**config.mk**
```make
export PLATFORM = sky130hd
export DESIGN_NAME = led_flash_pulse_sequencer_top_flat
export DESIGN_NICKNAME = d
export VERILOG_FILES = /design/src/rtl/core/lfps_pkg.sv /design/src/rtl/core/lfps_if.sv /design/src/rtl/core/led_flash_pulse_sequencer_top.sv /design/src/flat_wrapper.sv
export SDC_FILE = /design/constraint.sdc
export NUM_CORES = 2
export LEC_CHECK = 0
export BUFFER_PORTS_ARGS = -buffer_cell sky130_fd_sc_hd__buf_2
export CAP_MARGIN = 20
export CORE_MARGIN = 2
export CORE_UTILIZATION = 50
export CTS_BUF_LIST = sky130_fd_sc_hd__clkbuf_4
export CTS_CLUSTER_DIAMETER = 100
export DETAILED_ROUTE_END_ITERATION = 6
export PLACE_DENSITY = 0.67
export SYNTH_ARGS = -nofsm -noshare
export SYNTH_HDL_FRONTEND = slang
export SYNTH_SLANG_ARGS = --single-unit
```
**constraint.sdc**
```tcl
create_clock -name clk -period 15.25 [get_ports clk]
set_clock_uncertainty 0.05 [all_clocks]
set_input_delay 3.05 -clock clk [delete_from_list [all_inputs] [get_ports clk]]
set_output_delay 3.05 -clock clk [all_outputs]
set_load 0.05 [all_outputs]
```
**src/rtl/core/lfps_pkg.sv**
```systemverilog
package lfps_pkg;

    typedef logic [2:0] op_t;

    localparam op_t OP_TICK   = 3'd0;
    localparam op_t OP_ON     = 3'd1;
    localparam op_t OP_OFF    = 3'd2;
    localparam op_t OP_TOGGLE = 3'd3;
    localparam op_t OP_FLASH  = 3'd4;
    localparam op_t OP_PULSE  = 3'd5;

    localparam int IDX_W    = 4;
    localparam int PERIOD_W = 24;
    localparam int COUNT_W  = 17;
    localparam int PULSES_W = 8;
    localparam int OUT_W    = 4;

    localparam int TICK_W   = 32;
    localparam int STORE_W  = 26;
    localparam int REP_W    = 18;
    localparam int BURST_W  = 9;
    localparam int NEED_W   = 25;
    localparam int CFG_W    = 16;

    typedef logic [1:0] cfg_idx_t;

    localparam cfg_idx_t CFG_POLARITY   = 2'd0;
    localparam cfg_idx_t CFG_MIN_PERIOD = 2'd1;
    localparam cfg_idx_t CFG_PULSE      = 2'd2;

    localparam logic [OUT_W-1:0]   POLARITY_RST   = 4'hF;
    localparam logic [CFG_W-1:0]   MIN_PERIOD_RST = 16'd100;
    localparam logic [CFG_W-1:0]   PULSE_RST      = 16'd200;
    localparam logic [STORE_W-1:0] PERIOD_RST     = 26'd500;
    localparam logic [BURST_W-1:0] BURST_IDLE     = 9'h1FF;

endpackage

```
**src/rtl/core/lfps_if.sv**
```systemverilog
interface lfps_in_if import lfps_pkg::*; ();
    logic                        valid;
    logic                        ready;
    op_t                         op;
    logic [IDX_W-1:0]            led_index;
    logic [PERIOD_W-1:0]         period_ticks;
    logic signed [COUNT_W-1:0]   flash_count;
    logic [PULSES_W-1:0]         pulse_count;

    modport source (output valid, op, led_index, period_ticks, flash_count, pulse_count,
                    input ready);
    modport sink   (input valid, op, led_index, period_ticks, flash_count, pulse_count,
                    output ready);
endinterface

interface lfps_out_if import lfps_pkg::*; ();
    logic             valid;
    logic             ready;
    logic [OUT_W-1:0] pin_levels;
    logic [OUT_W-1:0] lit_flags;
    logic             ok;

    modport source (output valid, pin_levels, lit_flags, ok, input ready);
    modport sink   (input valid, pin_levels, lit_flags, ok, output ready);
endinterface

```
**src/rtl/core/led_flash_pulse_sequencer_top.sv**
```systemverilog
// LED flash and pulse sequencer.
// in_ch carries one item per handshake: a millisecond tick or a command
// (on, off, toggle, flash, pulse) aimed at led_index. out_ch returns exactly
// one item per input item: pin levels after polarity, lit flags and ok.
// Configuration (polarity mask, minimum flash period, pulse length) is
// written through cfg_we/cfg_index/cfg_data; the user must write it only
// while no item is in flight, which the block itself does not enforce.
// Items go via the input register and per-LED logic to the result register.
// Throughput: one item per cycle unless out_ch stalls; every LED has its
// own update logic; the pulse product is formed before the input register.
// When out_ch stalls, the result register holds and the input register
// fills; in_ch.ready drops only once both are occupied.
// Reset: all LEDs dark and idle, tick counter zero, flash period 500,
// registers at polarity 0xF, minimum period 100, pulse length 200.
module led_flash_pulse_sequencer_top
    import lfps_pkg::*;
#(
    parameter int LED_COUNT = 4
) (
    input  logic              clk,
    input  logic              rst_n,
    input  logic              cfg_we,
    input  cfg_idx_t          cfg_index,
    input  logic [CFG_W-1:0]  cfg_data,
    lfps_in_if.sink           in_ch,
    lfps_out_if.source        out_ch
);

    // configuration
    logic [OUT_W-1:0] pol_reg;
    logic [CFG_W-1:0] min_period_reg;
    logic [CFG_W-1:0] pulse_ticks_reg;

    always_ff @(posedge clk or negedge rst_n)
    begin
        if (!rst_n)
        begin
            pol_reg         <= POLARITY_RST;
            min_period_reg  <= MIN_PERIOD_RST;
            pulse_ticks_reg <= PULSE_RST;
        end
        else if (cfg_we)
        begin
            case (cfg_index)
                CFG_POLARITY:   pol_reg         <= cfg_data[OUT_W-1:0];
                CFG_MIN_PERIOD: min_period_reg  <= cfg_data;
                CFG_PULSE:      pulse_ticks_reg <= cfg_data;
                default:        ;
            endcase
        end
    end

    // input register
    logic                      s1_valid_reg;
    op_t                       s1_op_reg;
    logic [IDX_W-1:0]          s1_idx_reg;
    logic [PERIOD_W-1:0]       s1_period_reg;
    logic signed [COUNT_W-1:0] s1_count_reg;
    logic [PULSES_W-1:0]       s1_pulses_reg;
    logic [NEED_W-1:0]         s1_need_reg;
    logic [NEED_W-1:0]         need_next;

    logic out_valid_reg;
    logic s1_fire;
    logic in_fire;

    assign s1_fire     = s1_valid_reg && (!out_valid_reg || out_ch.ready);
    assign in_ch.ready = !s1_valid_reg || s1_fire;
    assign in_fire     = in_ch.valid && in_ch.ready;

    // pulses * pulse_ticks * 2, time to fit all bursts in one period
    assign need_next = {24'(in_ch.pulse_count) * 24'(pulse_ticks_reg), 1'b0};

    always_ff @(posedge clk or negedge rst_n)
    begin
        if (!rst_n)
            s1_valid_reg <= 1'b0;
        else if (in_fire)
            s1_valid_reg <= 1'b1;
        else if (s1_fire)
            s1_valid_reg <= 1'b0;
    end

    always_ff @(posedge clk)
    begin
        if (in_fire)
        begin
            s1_op_reg     <= in_ch.op;
            s1_idx_reg    <= in_ch.led_index;
            s1_period_reg <= in_ch.period_ticks;
            s1_count_reg  <= in_ch.flash_count;
            s1_pulses_reg <= in_ch.pulse_count;
            s1_need_reg   <= need_next;
        end
    end

    // tick counter; tick_plus_reg always holds tick_now + 1
    logic [TICK_W-1:0] tick_now_reg;
    logic [TICK_W-1:0] tick_plus_reg;
    logic              is_tick;

    assign is_tick = (s1_op_reg == OP_TICK);

    always_ff @(posedge clk or negedge rst_n)
    begin
        if (!rst_n)
        begin
            tick_now_reg  <= '0;
            tick_plus_reg <= TICK_W'(1);
        end
        else if (s1_fire && is_tick)
        begin
            tick_now_reg  <= tick_plus_reg;
            tick_plus_reg <= tick_plus_reg + TICK_W'(1);
        end
    end

    // shared flash / pulse start check
    logic [NEED_W-1:0]  p_wide;
    logic [STORE_W-1:0] start_period;
    logic               flash_ok;
    logic [REP_W-1:0]   rep_init;

    assign p_wide       = (NEED_W'(s1_period_reg) > s1_need_reg) ? NEED_W'(s1_period_reg)
                                                                 : s1_need_reg;
    assign start_period = (s1_op_reg == OP_PULSE) ? {p_wide, 1'b0}
                                                  : STORE_W'(s1_period_reg);
    assign flash_ok     = start_period >= STORE_W'(min_period_reg);
    // count - 1; a zero count gives -1 and so flashes forever
    assign rep_init     = {s1_count_reg[COUNT_W-1], s1_count_reg} - REP_W'(1);

    // per-LED state
    logic                lit_reg        [LED_COUNT];
    logic                lit_next       [LED_COUNT];
    logic                active_reg     [LED_COUNT];
    logic                active_next    [LED_COUNT];
    logic                phase_reg      [LED_COUNT];
    logic                phase_next     [LED_COUNT];
    logic [STORE_W-1:0]  period_reg     [LED_COUNT];
    logic [STORE_W-1:0]  period_next    [LED_COUNT];
    logic [REP_W-1:0]    rep_reg        [LED_COUNT];
    logic [REP_W-1:0]    rep_next       [LED_COUNT];
    logic [PULSES_W-1:0] bsize_reg      [LED_COUNT];
    logic [PULSES_W-1:0] bsize_next     [LED_COUNT];
    logic [BURST_W-1:0]  bleft_reg      [LED_COUNT];
    logic [BURST_W-1:0]  bleft_next     [LED_COUNT];
    logic [TICK_W-1:0]   pstamp_reg     [LED_COUNT];
    logic [TICK_W-1:0]   pstamp_next    [LED_COUNT];
    logic [TICK_W-1:0]   ustamp_reg     [LED_COUNT];
    logic [TICK_W-1:0]   ustamp_next    [LED_COUNT];
    logic [LED_COUNT-1:0] ok_vec;

    genvar gi;
    generate
        for (gi = 0; gi < LED_COUNT; gi++)
        begin : g_led
            logic              sel;
            logic              ok_led;
            logic [TICK_W-1:0] el_pulse;
            logic [TICK_W-1:0] el_period;

            assign sel       = !is_tick && (s1_idx_reg == IDX_W'(gi));
            assign el_pulse  = tick_plus_reg - ustamp_reg[gi];
            assign el_period = tick_plus_reg - pstamp_reg[gi];
            assign ok_vec[gi] = ok_led;

            always_comb
            begin
                lit_next[gi]    = lit_reg[gi];
                active_next[gi] = active_reg[gi];
                phase_next[gi]  = phase_reg[gi];
                period_next[gi] = period_reg[gi];
                rep_next[gi]    = rep_reg[gi];
                bsize_next[gi]  = bsize_reg[gi];
                bleft_next[gi]  = bleft_reg[gi];
                pstamp_next[gi] = pstamp_reg[gi];
                ustamp_next[gi] = ustamp_reg[gi];
                ok_led          = 1'b0;

                if (s1_fire && is_tick)
                begin
                    if (active_reg[gi] && lit_reg[gi])
                    begin
                        if (!bleft_reg[gi][BURST_W-1] && bleft_reg[gi] != '0)
                        begin
                            // inside a burst of short blinks
                            if ({el_pulse, 1'b0} > {17'd0, pulse_ticks_reg})
                            begin
                                phase_next[gi]  = !phase_reg[gi];
                                if (phase_reg[gi])
                                    bleft_next[gi] = bleft_reg[gi] - BURST_W'(1);
                                ustamp_next[gi] = tick_plus_reg;
                            end
                        end
                        else if (el_period > TICK_W'(period_reg[gi]))
                        begin
                            if (rep_reg[gi] != '0)
                            begin
                                phase_next[gi] = !phase_reg[gi];
                                if (bsize_reg[gi] != '0)
                                begin
                                    bleft_next[gi]  = {1'b0, bsize_reg[gi]};
                                    ustamp_next[gi] = tick_plus_reg;
                                    if (!rep_reg[gi][REP_W-1])
                                        rep_next[gi] = rep_reg[gi] - REP_W'(1);
                                end
                                else if (!rep_reg[gi][REP_W-1] && !phase_reg[gi])
                                begin
                                    rep_next[gi] = rep_reg[gi] - REP_W'(1);
                                end
                            end
                            else
                            begin
                                lit_next[gi]    = 1'b0;
                                active_next[gi] = 1'b0;
                                phase_next[gi]  = 1'b0;
                                rep_next[gi]    = '0;
                                bsize_next[gi]  = '0;
                                bleft_next[gi]  = BURST_IDLE;
                            end
                            pstamp_next[gi] = tick_plus_reg;
                        end
                    end
                end
                else if (s1_fire && sel)
                begin
                    case (s1_op_reg)
                        OP_ON:
                        begin
                            if (!lit_reg[gi])
                            begin
                                lit_next[gi] = 1'b1;
                                if (active_reg[gi])
                                    phase_next[gi] = 1'b1;
                                ok_led = 1'b1;
                            end
                        end
                        OP_OFF, OP_TOGGLE:
                        begin
                            if (lit_reg[gi])
                            begin
                                lit_next[gi]    = 1'b0;
                                active_next[gi] = 1'b0;
                                phase_next[gi]  = 1'b0;
                                rep_next[gi]    = '0;
                                bsize_next[gi]  = '0;
                                bleft_next[gi]  = BURST_IDLE;
                                ok_led          = 1'b1;
                            end
                            else if (s1_op_reg == OP_TOGGLE)
                            begin
                                lit_next[gi] = 1'b1;
                                if (active_reg[gi])
                                    phase_next[gi] = 1'b1;
                                ok_led = 1'b1;
                            end
                        end
                        OP_FLASH, OP_PULSE:
                        begin
                            // pulse turns the LED off first, even if the start fails
                            if (s1_op_reg == OP_PULSE && lit_reg[gi])
                            begin
                                lit_next[gi]    = 1'b0;
                                active_next[gi] = 1'b0;
                                phase_next[gi]  = 1'b0;
                                rep_next[gi]    = '0;
                                bsize_next[gi]  = '0;
                                bleft_next[gi]  = BURST_IDLE;
                            end
                            if (flash_ok)
                            begin
                                lit_next[gi]    = 1'b1;
                                active_next[gi] = 1'b1;
                                phase_next[gi]  = 1'b1;
                                period_next[gi] = start_period;
                                rep_next[gi]    = rep_init;
                                pstamp_next[gi] = tick_now_reg;
                                ok_led          = 1'b1;
                                if (s1_op_reg == OP_PULSE)
                                begin
                                    bsize_next[gi]  = s1_pulses_reg;
                                    bleft_next[gi]  = {1'b0, s1_pulses_reg};
                                    ustamp_next[gi] = tick_now_reg;
                                end
                                else
                                begin
                                    bsize_next[gi] = '0;
                                    bleft_next[gi] = BURST_IDLE;
                                end
                            end
                        end
                        default: ;
                    endcase
                end
            end

            always_ff @(posedge clk or negedge rst_n)
            begin
                if (!rst_n)
                begin
                    lit_reg[gi]    <= 1'b0;
                    active_reg[gi] <= 1'b0;
                    phase_reg[gi]  <= 1'b0;
                    period_reg[gi] <= PERIOD_RST;
                    rep_reg[gi]    <= '0;
                    bsize_reg[gi]  <= '0;
                    bleft_reg[gi]  <= BURST_IDLE;
                    pstamp_reg[gi] <= '0;
                    ustamp_reg[gi] <= '0;
                end
                else
                begin
                    lit_reg[gi]    <= lit_next[gi];
                    active_reg[gi] <= active_next[gi];
                    phase_reg[gi]  <= phase_next[gi];
                    period_reg[gi] <= period_next[gi];
                    rep_reg[gi]    <= rep_next[gi];
                    bsize_reg[gi]  <= bsize_next[gi];
                    bleft_reg[gi]  <= bleft_next[gi];
                    pstamp_reg[gi] <= pstamp_next[gi];
                    ustamp_reg[gi] <= ustamp_next[gi];
                end
            end
        end
    endgenerate

    // result for the visible LEDs, taken from the updated state
    logic [OUT_W-1:0] pins_next;
    logic [OUT_W-1:0] lits_next;

    generate
        for (gi = 0; gi < OUT_W; gi++)
        begin : g_out
            if (gi < LED_COUNT)
            begin : g_used
                logic shown;
                assign shown         = active_next[gi] ? phase_next[gi] : lit_next[gi];
                assign pins_next[gi] = (shown == pol_reg[gi]);
                assign lits_next[gi] = lit_next[gi];
            end
            else
            begin : g_unused
                assign pins_next[gi] = 1'b0;
                assign lits_next[gi] = 1'b0;
            end
        end
    endgenerate

    // result register
    logic [OUT_W-1:0] pins_reg;
    logic [OUT_W-1:0] lits_reg;
    logic             ok_reg;

    always_ff @(posedge clk or negedge rst_n)
    begin
        if (!rst_n)
            out_valid_reg <= 1'b0;
        else if (s1_fire)
            out_valid_reg <= 1'b1;
        else if (out_ch.ready)
            out_valid_reg <= 1'b0;
    end

    always_ff @(posedge clk)
    begin
        if (s1_fire)
        begin
            pins_reg <= pins_next;
            lits_reg <= lits_next;
            ok_reg   <= is_tick || (|ok_vec);
        end
    end

    assign out_ch.valid      = out_valid_reg;
    assign out_ch.pin_levels = pins_reg;
    assign out_ch.lit_flags  = lits_reg;
    assign out_ch.ok         = ok_reg;

    // checks
    a_tick_ok : assert property (@(posedge clk) disable iff (!rst_n)
        s1_fire && is_tick |=> out_ch.valid && out_ch.ok)
        else $error("tick result without ok");

    a_stall_hold : assert property (@(posedge clk) disable iff (!rst_n)
        out_valid_reg && !out_ch.ready |-> !s1_fire)
        else $error("result register overwritten while stalled");

    generate
        for (gi = 0; gi < LED_COUNT; gi++)
        begin : g_chk
            a_active_lit : assert property (@(posedge clk) disable iff (!rst_n)
                active_reg[gi] |-> lit_reg[gi])
                else $error("flashing LED not lit");

            a_burst_active : assert property (@(posedge clk) disable iff (!rst_n)
                (!bleft_reg[gi][BURST_W-1] && bleft_reg[gi] != '0) |-> active_reg[gi])
                else $error("burst pending on idle LED");
        end
    endgenerate

endmodule

```
**src/flat_wrapper.sv**
```systemverilog
// flat-port wrapper written by rule: the top's interface ports become plain ports
module led_flash_pulse_sequencer_top_flat import lfps_pkg::*;
#(
    parameter int LED_COUNT = 4
)
  (clk, rst_n, cfg_we, cfg_index, cfg_data, in_ch_valid, in_ch_op, in_ch_led_index, in_ch_period_ticks, in_ch_flash_count, in_ch_pulse_count, in_ch_ready, out_ch_valid, out_ch_pin_levels, out_ch_lit_flags, out_ch_ok, out_ch_ready);
  lfps_in_if in_ch_i ();
  lfps_out_if out_ch_i ();
  input  logic clk;
  input  logic rst_n;
  input  logic cfg_we;
  input  cfg_idx_t cfg_index;
  input  logic [CFG_W-1:0] cfg_data;
  input wire logic [$bits(in_ch_i.valid)-1:0] in_ch_valid;
  input wire logic [$bits(in_ch_i.op)-1:0] in_ch_op;
  input wire logic [$bits(in_ch_i.led_index)-1:0] in_ch_led_index;
  input wire logic [$bits(in_ch_i.period_ticks)-1:0] in_ch_period_ticks;
  input wire logic [$bits(in_ch_i.flash_count)-1:0] in_ch_flash_count;
  input wire logic [$bits(in_ch_i.pulse_count)-1:0] in_ch_pulse_count;
  output wire logic [$bits(in_ch_i.ready)-1:0] in_ch_ready;
  output wire logic [$bits(out_ch_i.valid)-1:0] out_ch_valid;
  output wire logic [$bits(out_ch_i.pin_levels)-1:0] out_ch_pin_levels;
  output wire logic [$bits(out_ch_i.lit_flags)-1:0] out_ch_lit_flags;
  output wire logic [$bits(out_ch_i.ok)-1:0] out_ch_ok;
  input wire logic [$bits(out_ch_i.ready)-1:0] out_ch_ready;
  assign in_ch_i.valid = in_ch_valid;
  assign in_ch_i.op = in_ch_op;
  assign in_ch_i.led_index = in_ch_led_index;
  assign in_ch_i.period_ticks = in_ch_period_ticks;
  assign in_ch_i.flash_count = in_ch_flash_count;
  assign in_ch_i.pulse_count = in_ch_pulse_count;
  assign in_ch_ready = in_ch_i.ready;
  assign out_ch_valid = out_ch_i.valid;
  assign out_ch_pin_levels = out_ch_i.pin_levels;
  assign out_ch_lit_flags = out_ch_i.lit_flags;
  assign out_ch_ok = out_ch_i.ok;
  assign out_ch_i.ready = out_ch_ready;
  led_flash_pulse_sequencer_top #(.LED_COUNT(LED_COUNT)) u_core (.clk(clk), .rst_n(rst_n), .cfg_we(cfg_we), .cfg_index(cfg_index), .cfg_data(cfg_data), .in_ch(in_ch_i), .out_ch(out_ch_i));
endmodule
```
==> impl_metrics.tcl <==
set metrics [dict create \
    fin_area_um2 58510 \
    cp_slowest_cell "a221oi_1" \
    clock-root-buffer "clkbuf_4" \
    critical-path-max-stage-delay_ns 0.72 \
    synth_common_cells "627 x inv_1, 625 x nand2_1, 543 x dfrtp_1" \
    ys_seq_area_frac 0.3360 \
    drt_iter0_drc 4225 \
    antenna_found_initial 11 \
    layout-drive-gt1-share 0.1407 \
    syn_to_final_growth_pct 8.439 \
    yosysMostFrequentCell "inv_1" \
    start_util 0.5040 \
    finalHoldViolations 0 \
    syn_nets 6777 \
    drv_cap 0 \
    path_class "flop to flop" \
    io_buffer_count 89 \
    timing.critical_path.from "u_core.tick_plus_reg[0]" \
    fin_crit_ns 8.346 \
    grt-ovfl-total 0 \
    critical_path.cell_chain "inv_1 > ha_1 > inv_1 > fa_1 > a211o_1 > a211o_1 > a221oi_1 > o21a_1 > o211ai_1 > a21o_1 > a21oi_1 > xnor2_1 > ha_1 > nand2_1 > nor4_1 > nand4_1 > o211ai_1 > nor4bb_1 > and4b_1 > o221a_2 > nand4_1 > a31oi_1 > o32a_2 > mux2_2" \
    post-route-drc-count 0 \
    cts.repair.resized 0 \
    fillers 9871 \
    firstDrtPassIters 6 \
    pwr-share-clk 0.201 \
    die_y_um 332.5 \
    power.density_nw_per_um2 149.6 \
    synth_area_um2 53950 \
    netlist.area_leader.share 0.2518 \
    worstRegToRegCells 24 \
    setup_ws_ns 6.904 \
    coreArea_um2 107100 \
    end_kind "flop" \
    tightestPinTransition_ns 1.278 \
    dpl.hpwl_mm 125.1 \
    path_depth 24 \
    cts_setup_buffers 0 \
    postRouteAntennaNets 0 \
    die-area_um2 110600 \
    fmax_mhz 119.8 \
    p_comb_frac 0.523 \
    timing.rr.end "u_core.ustamp_reg[91]" \
    switchingPower_mw 3.719 \
    synth_top_cell_by_area "dfrtp_1" \
    reg2reg_from "u_core.tick_plus_reg[0]" \
    multi_input_area_um2 32720 \
    clk_path_buf_depth 3 \
    p_seq_frac 0.276 \
    netlist_top_cells_area "dfrtp_1 25%, ha_1 12%, mux2_2 6.1%" \
    critPathBufInv 2 \
    finalCritPeriodShare 0.5473 \
    synth_edf_count 89 \
    cts_buffers 192 \
    relSlewSlack 0.1477 \
    synth-seq-cells 703 \
    ir_drop_mv 0.3554 \
    crit_family "compound AO/OA/AOI/OAI gates" \
    final_nets 6925 \
    place_area_um2 55930 \
    via_per_inst 5.995 \
    die_w_um 332.5 \
    regToRegSetupSlack_ns 6.90 \
    finalSetupTns_ns 0 \
    num_rows 120 \
    yosys_warnings 0 \
    grt_max_degree 133 \
    cp-endpoint "u_core.ustamp_reg[91]" \
    synthArstFlopShare 0.8734 \
    tritoncts "done" \
    seq_area_um2 18130 \
    num_vias 46855 \
    hold-path-cell-count 2 \
    wl_per_cell_um 21.73 \
    p_leak_nw 27.82 \
    path_clk_slew_ns 0.07 \
    grt_usage 0.3045 \
    gp_congestion 0.9584 \
    netSwitchingFraction 0.4250 \
    io_pins 90 \
    grt_pass1_wl_mm 261.9 \
    clock_latency_ns 1.18 \
    cts_sinks 703 \
    dp_slack_ns 6.605 \
    synth_ff_type "dfrtp_1" \
    syn_avg_cell_area_um2 8.849 \
    cp_max_fo 32 \
    synth_cell_types 99 \
    status "complete, no violations" \
    grt_setup_unrepaired "no" \
    routed_wl_mm 169.8 \
    hold_buffers 0 \
    htree_levels 4 \
    maxSlewViolCount 0 \
    grt_pass1_vias 44881 \
    hold_slack_ns 0.4282 \
    cp_data_required_time_ns 16.18 \
    arrival_ns 9.28 \
    setup_viol 0 \
    syn_inst 6097 \
    cp-start-kind "flop" \
    p_int_mw 5.031 \
    hp-class "flop to flop" \
]
-- placed cells by master (no fill, tap or decap), drive strengths merged, types with 29 or more instances in the layout --
cell type    n
nor3       130
nor2       370
edfxtp      89
a211oi      51
ha         509
o211ai      41
o22ai       29
nand2b      65
and3        50
nand2      625
xor2        90
nor2b       51
xnor2      171
o21bai      38
clkinv      67
mux2i       29
o21a        62
dfrtp      543
o21ai      482
mux2       313
fa          92
a21o       126
a31oi       67
buf        158
or3         41
a21oi      460
nand3      125
nor4        45
nand4       74
dfstp       71
and2        81
inv        634
clkbuf     274
-- power by group through the flow --
stage	logic, mW	registers (mW)	clock network [mW]
floorplan	3.38	2.38	0
global placement	4.40	2.43	0
detailed placement	4.50	2.44	0
CTS	4.53	2.41	1.80
global route	5.13	2.43	1.90
finish	4.58	2.41	1.76
-- kinds of logic (layout without fill, tap and decap cells) --
group / after synthesis / count (layout) / share of synthesized area
AO/OA/AOI/OAI: 1611 / 1611 / 0.1856
XOR/XNOR: 261 / 261 / 0.04237
AND/OR/NAND/NOR: 1747 / 1747 / 0.1540
multiplexers: 342 / 342 / 0.07071
adder cells (fa/ha/maj): 601 / 601 / 0.1522
other: 0 / 10 / 0
buffers and inverters: 832 / 1138 / 0.05921
flip-flops: 703 / 703 / 0.3360
-- per-layer routing --
| metal | global-route usage | vias up | wire length (um) |
|---|---|---|---|
| met4 | 0.1269 | 4 | 7192 |
| met1 | 0.4143 | 22757 | 74420 |
| li1 | - | 22076 | - |
| met3 | 0.05364 | 376 | 12160 |
| met2 | 0.4787 | 1642 | 76040 |
| met5 | 0 | - | 27 |
-- layout make-up --
type / count / area share
Antenna cell: 10 / 0.0004277
Clock inverter: 78 / 0.007678
Multi-Input combinational cell: 4562 / 0.5593
Sequential cell: 703 / 0.3098
Timing Repair Buffer: 158 / 0.01737
Clock buffer: 274 / 0.03516
Inverter: 628 / 0.04029
Tap cell: 1403 / 0.03000
-- worst min-delay path by stage --
| stage | end | startpoint | slack, ns |
|---|---|---|---|
| 2_1_floorplan | u_core.rep_reg[23] | u_core.rep_reg[23] | 0.40 |
| 3_3_place_gp | u_core.period_reg[69] | u_core.period_reg[69] | 0.41 |
| 3_5_place_dp | u_core.period_reg[63] | u_core.period_reg[63] | 0.42 |
| 4_1_cts | u_core.period_reg[80] | u_core.period_reg[80] | 0.43 |
| 5_1_grt | u_core.period_reg[33] | u_core.period_reg[33] | 0.45 |
| 6_report | u_core.period_reg[80] | u_core.period_reg[80] | 0.43 |
-- per-stage QoR --
step	power [mW]	utilization	std cells
after detailed placement	6.936	0.5225	7451
after floorplan	5.757	-	6097
final	8.750	0.5465	7816
after global placement	6.832	0.5223	7450
after CTS	8.739	0.5459	7803
after global routing	9.467	0.5465	7814
-- worst reg2reg max path: stages (launching register included) --
cell and delay [ns]:
dfstp_2 0.39, inv_1 0.42, ha_1 0.27, inv_1 0.06
fa_1 0.49, a211o_1 0.33, a211o_1 0.31, a221oi_1 0.72
o21a_1 0.34, o211ai_1 0.25, a21o_1 0.24, a21oi_1 0.17
xnor2_1 0.10, ha_1 0.30, nand2_1 0.08, nor4_1 0.36
nand4_1 0.15, o211ai_1 0.13, nor4bb_1 0.27, and4b_1 0.27
o221a_2 0.19, nand4_1 0.69, a31oi_1 0.43, o32a_2 0.71
mux2_2 0.45
(Power assumes the default switching activity.)
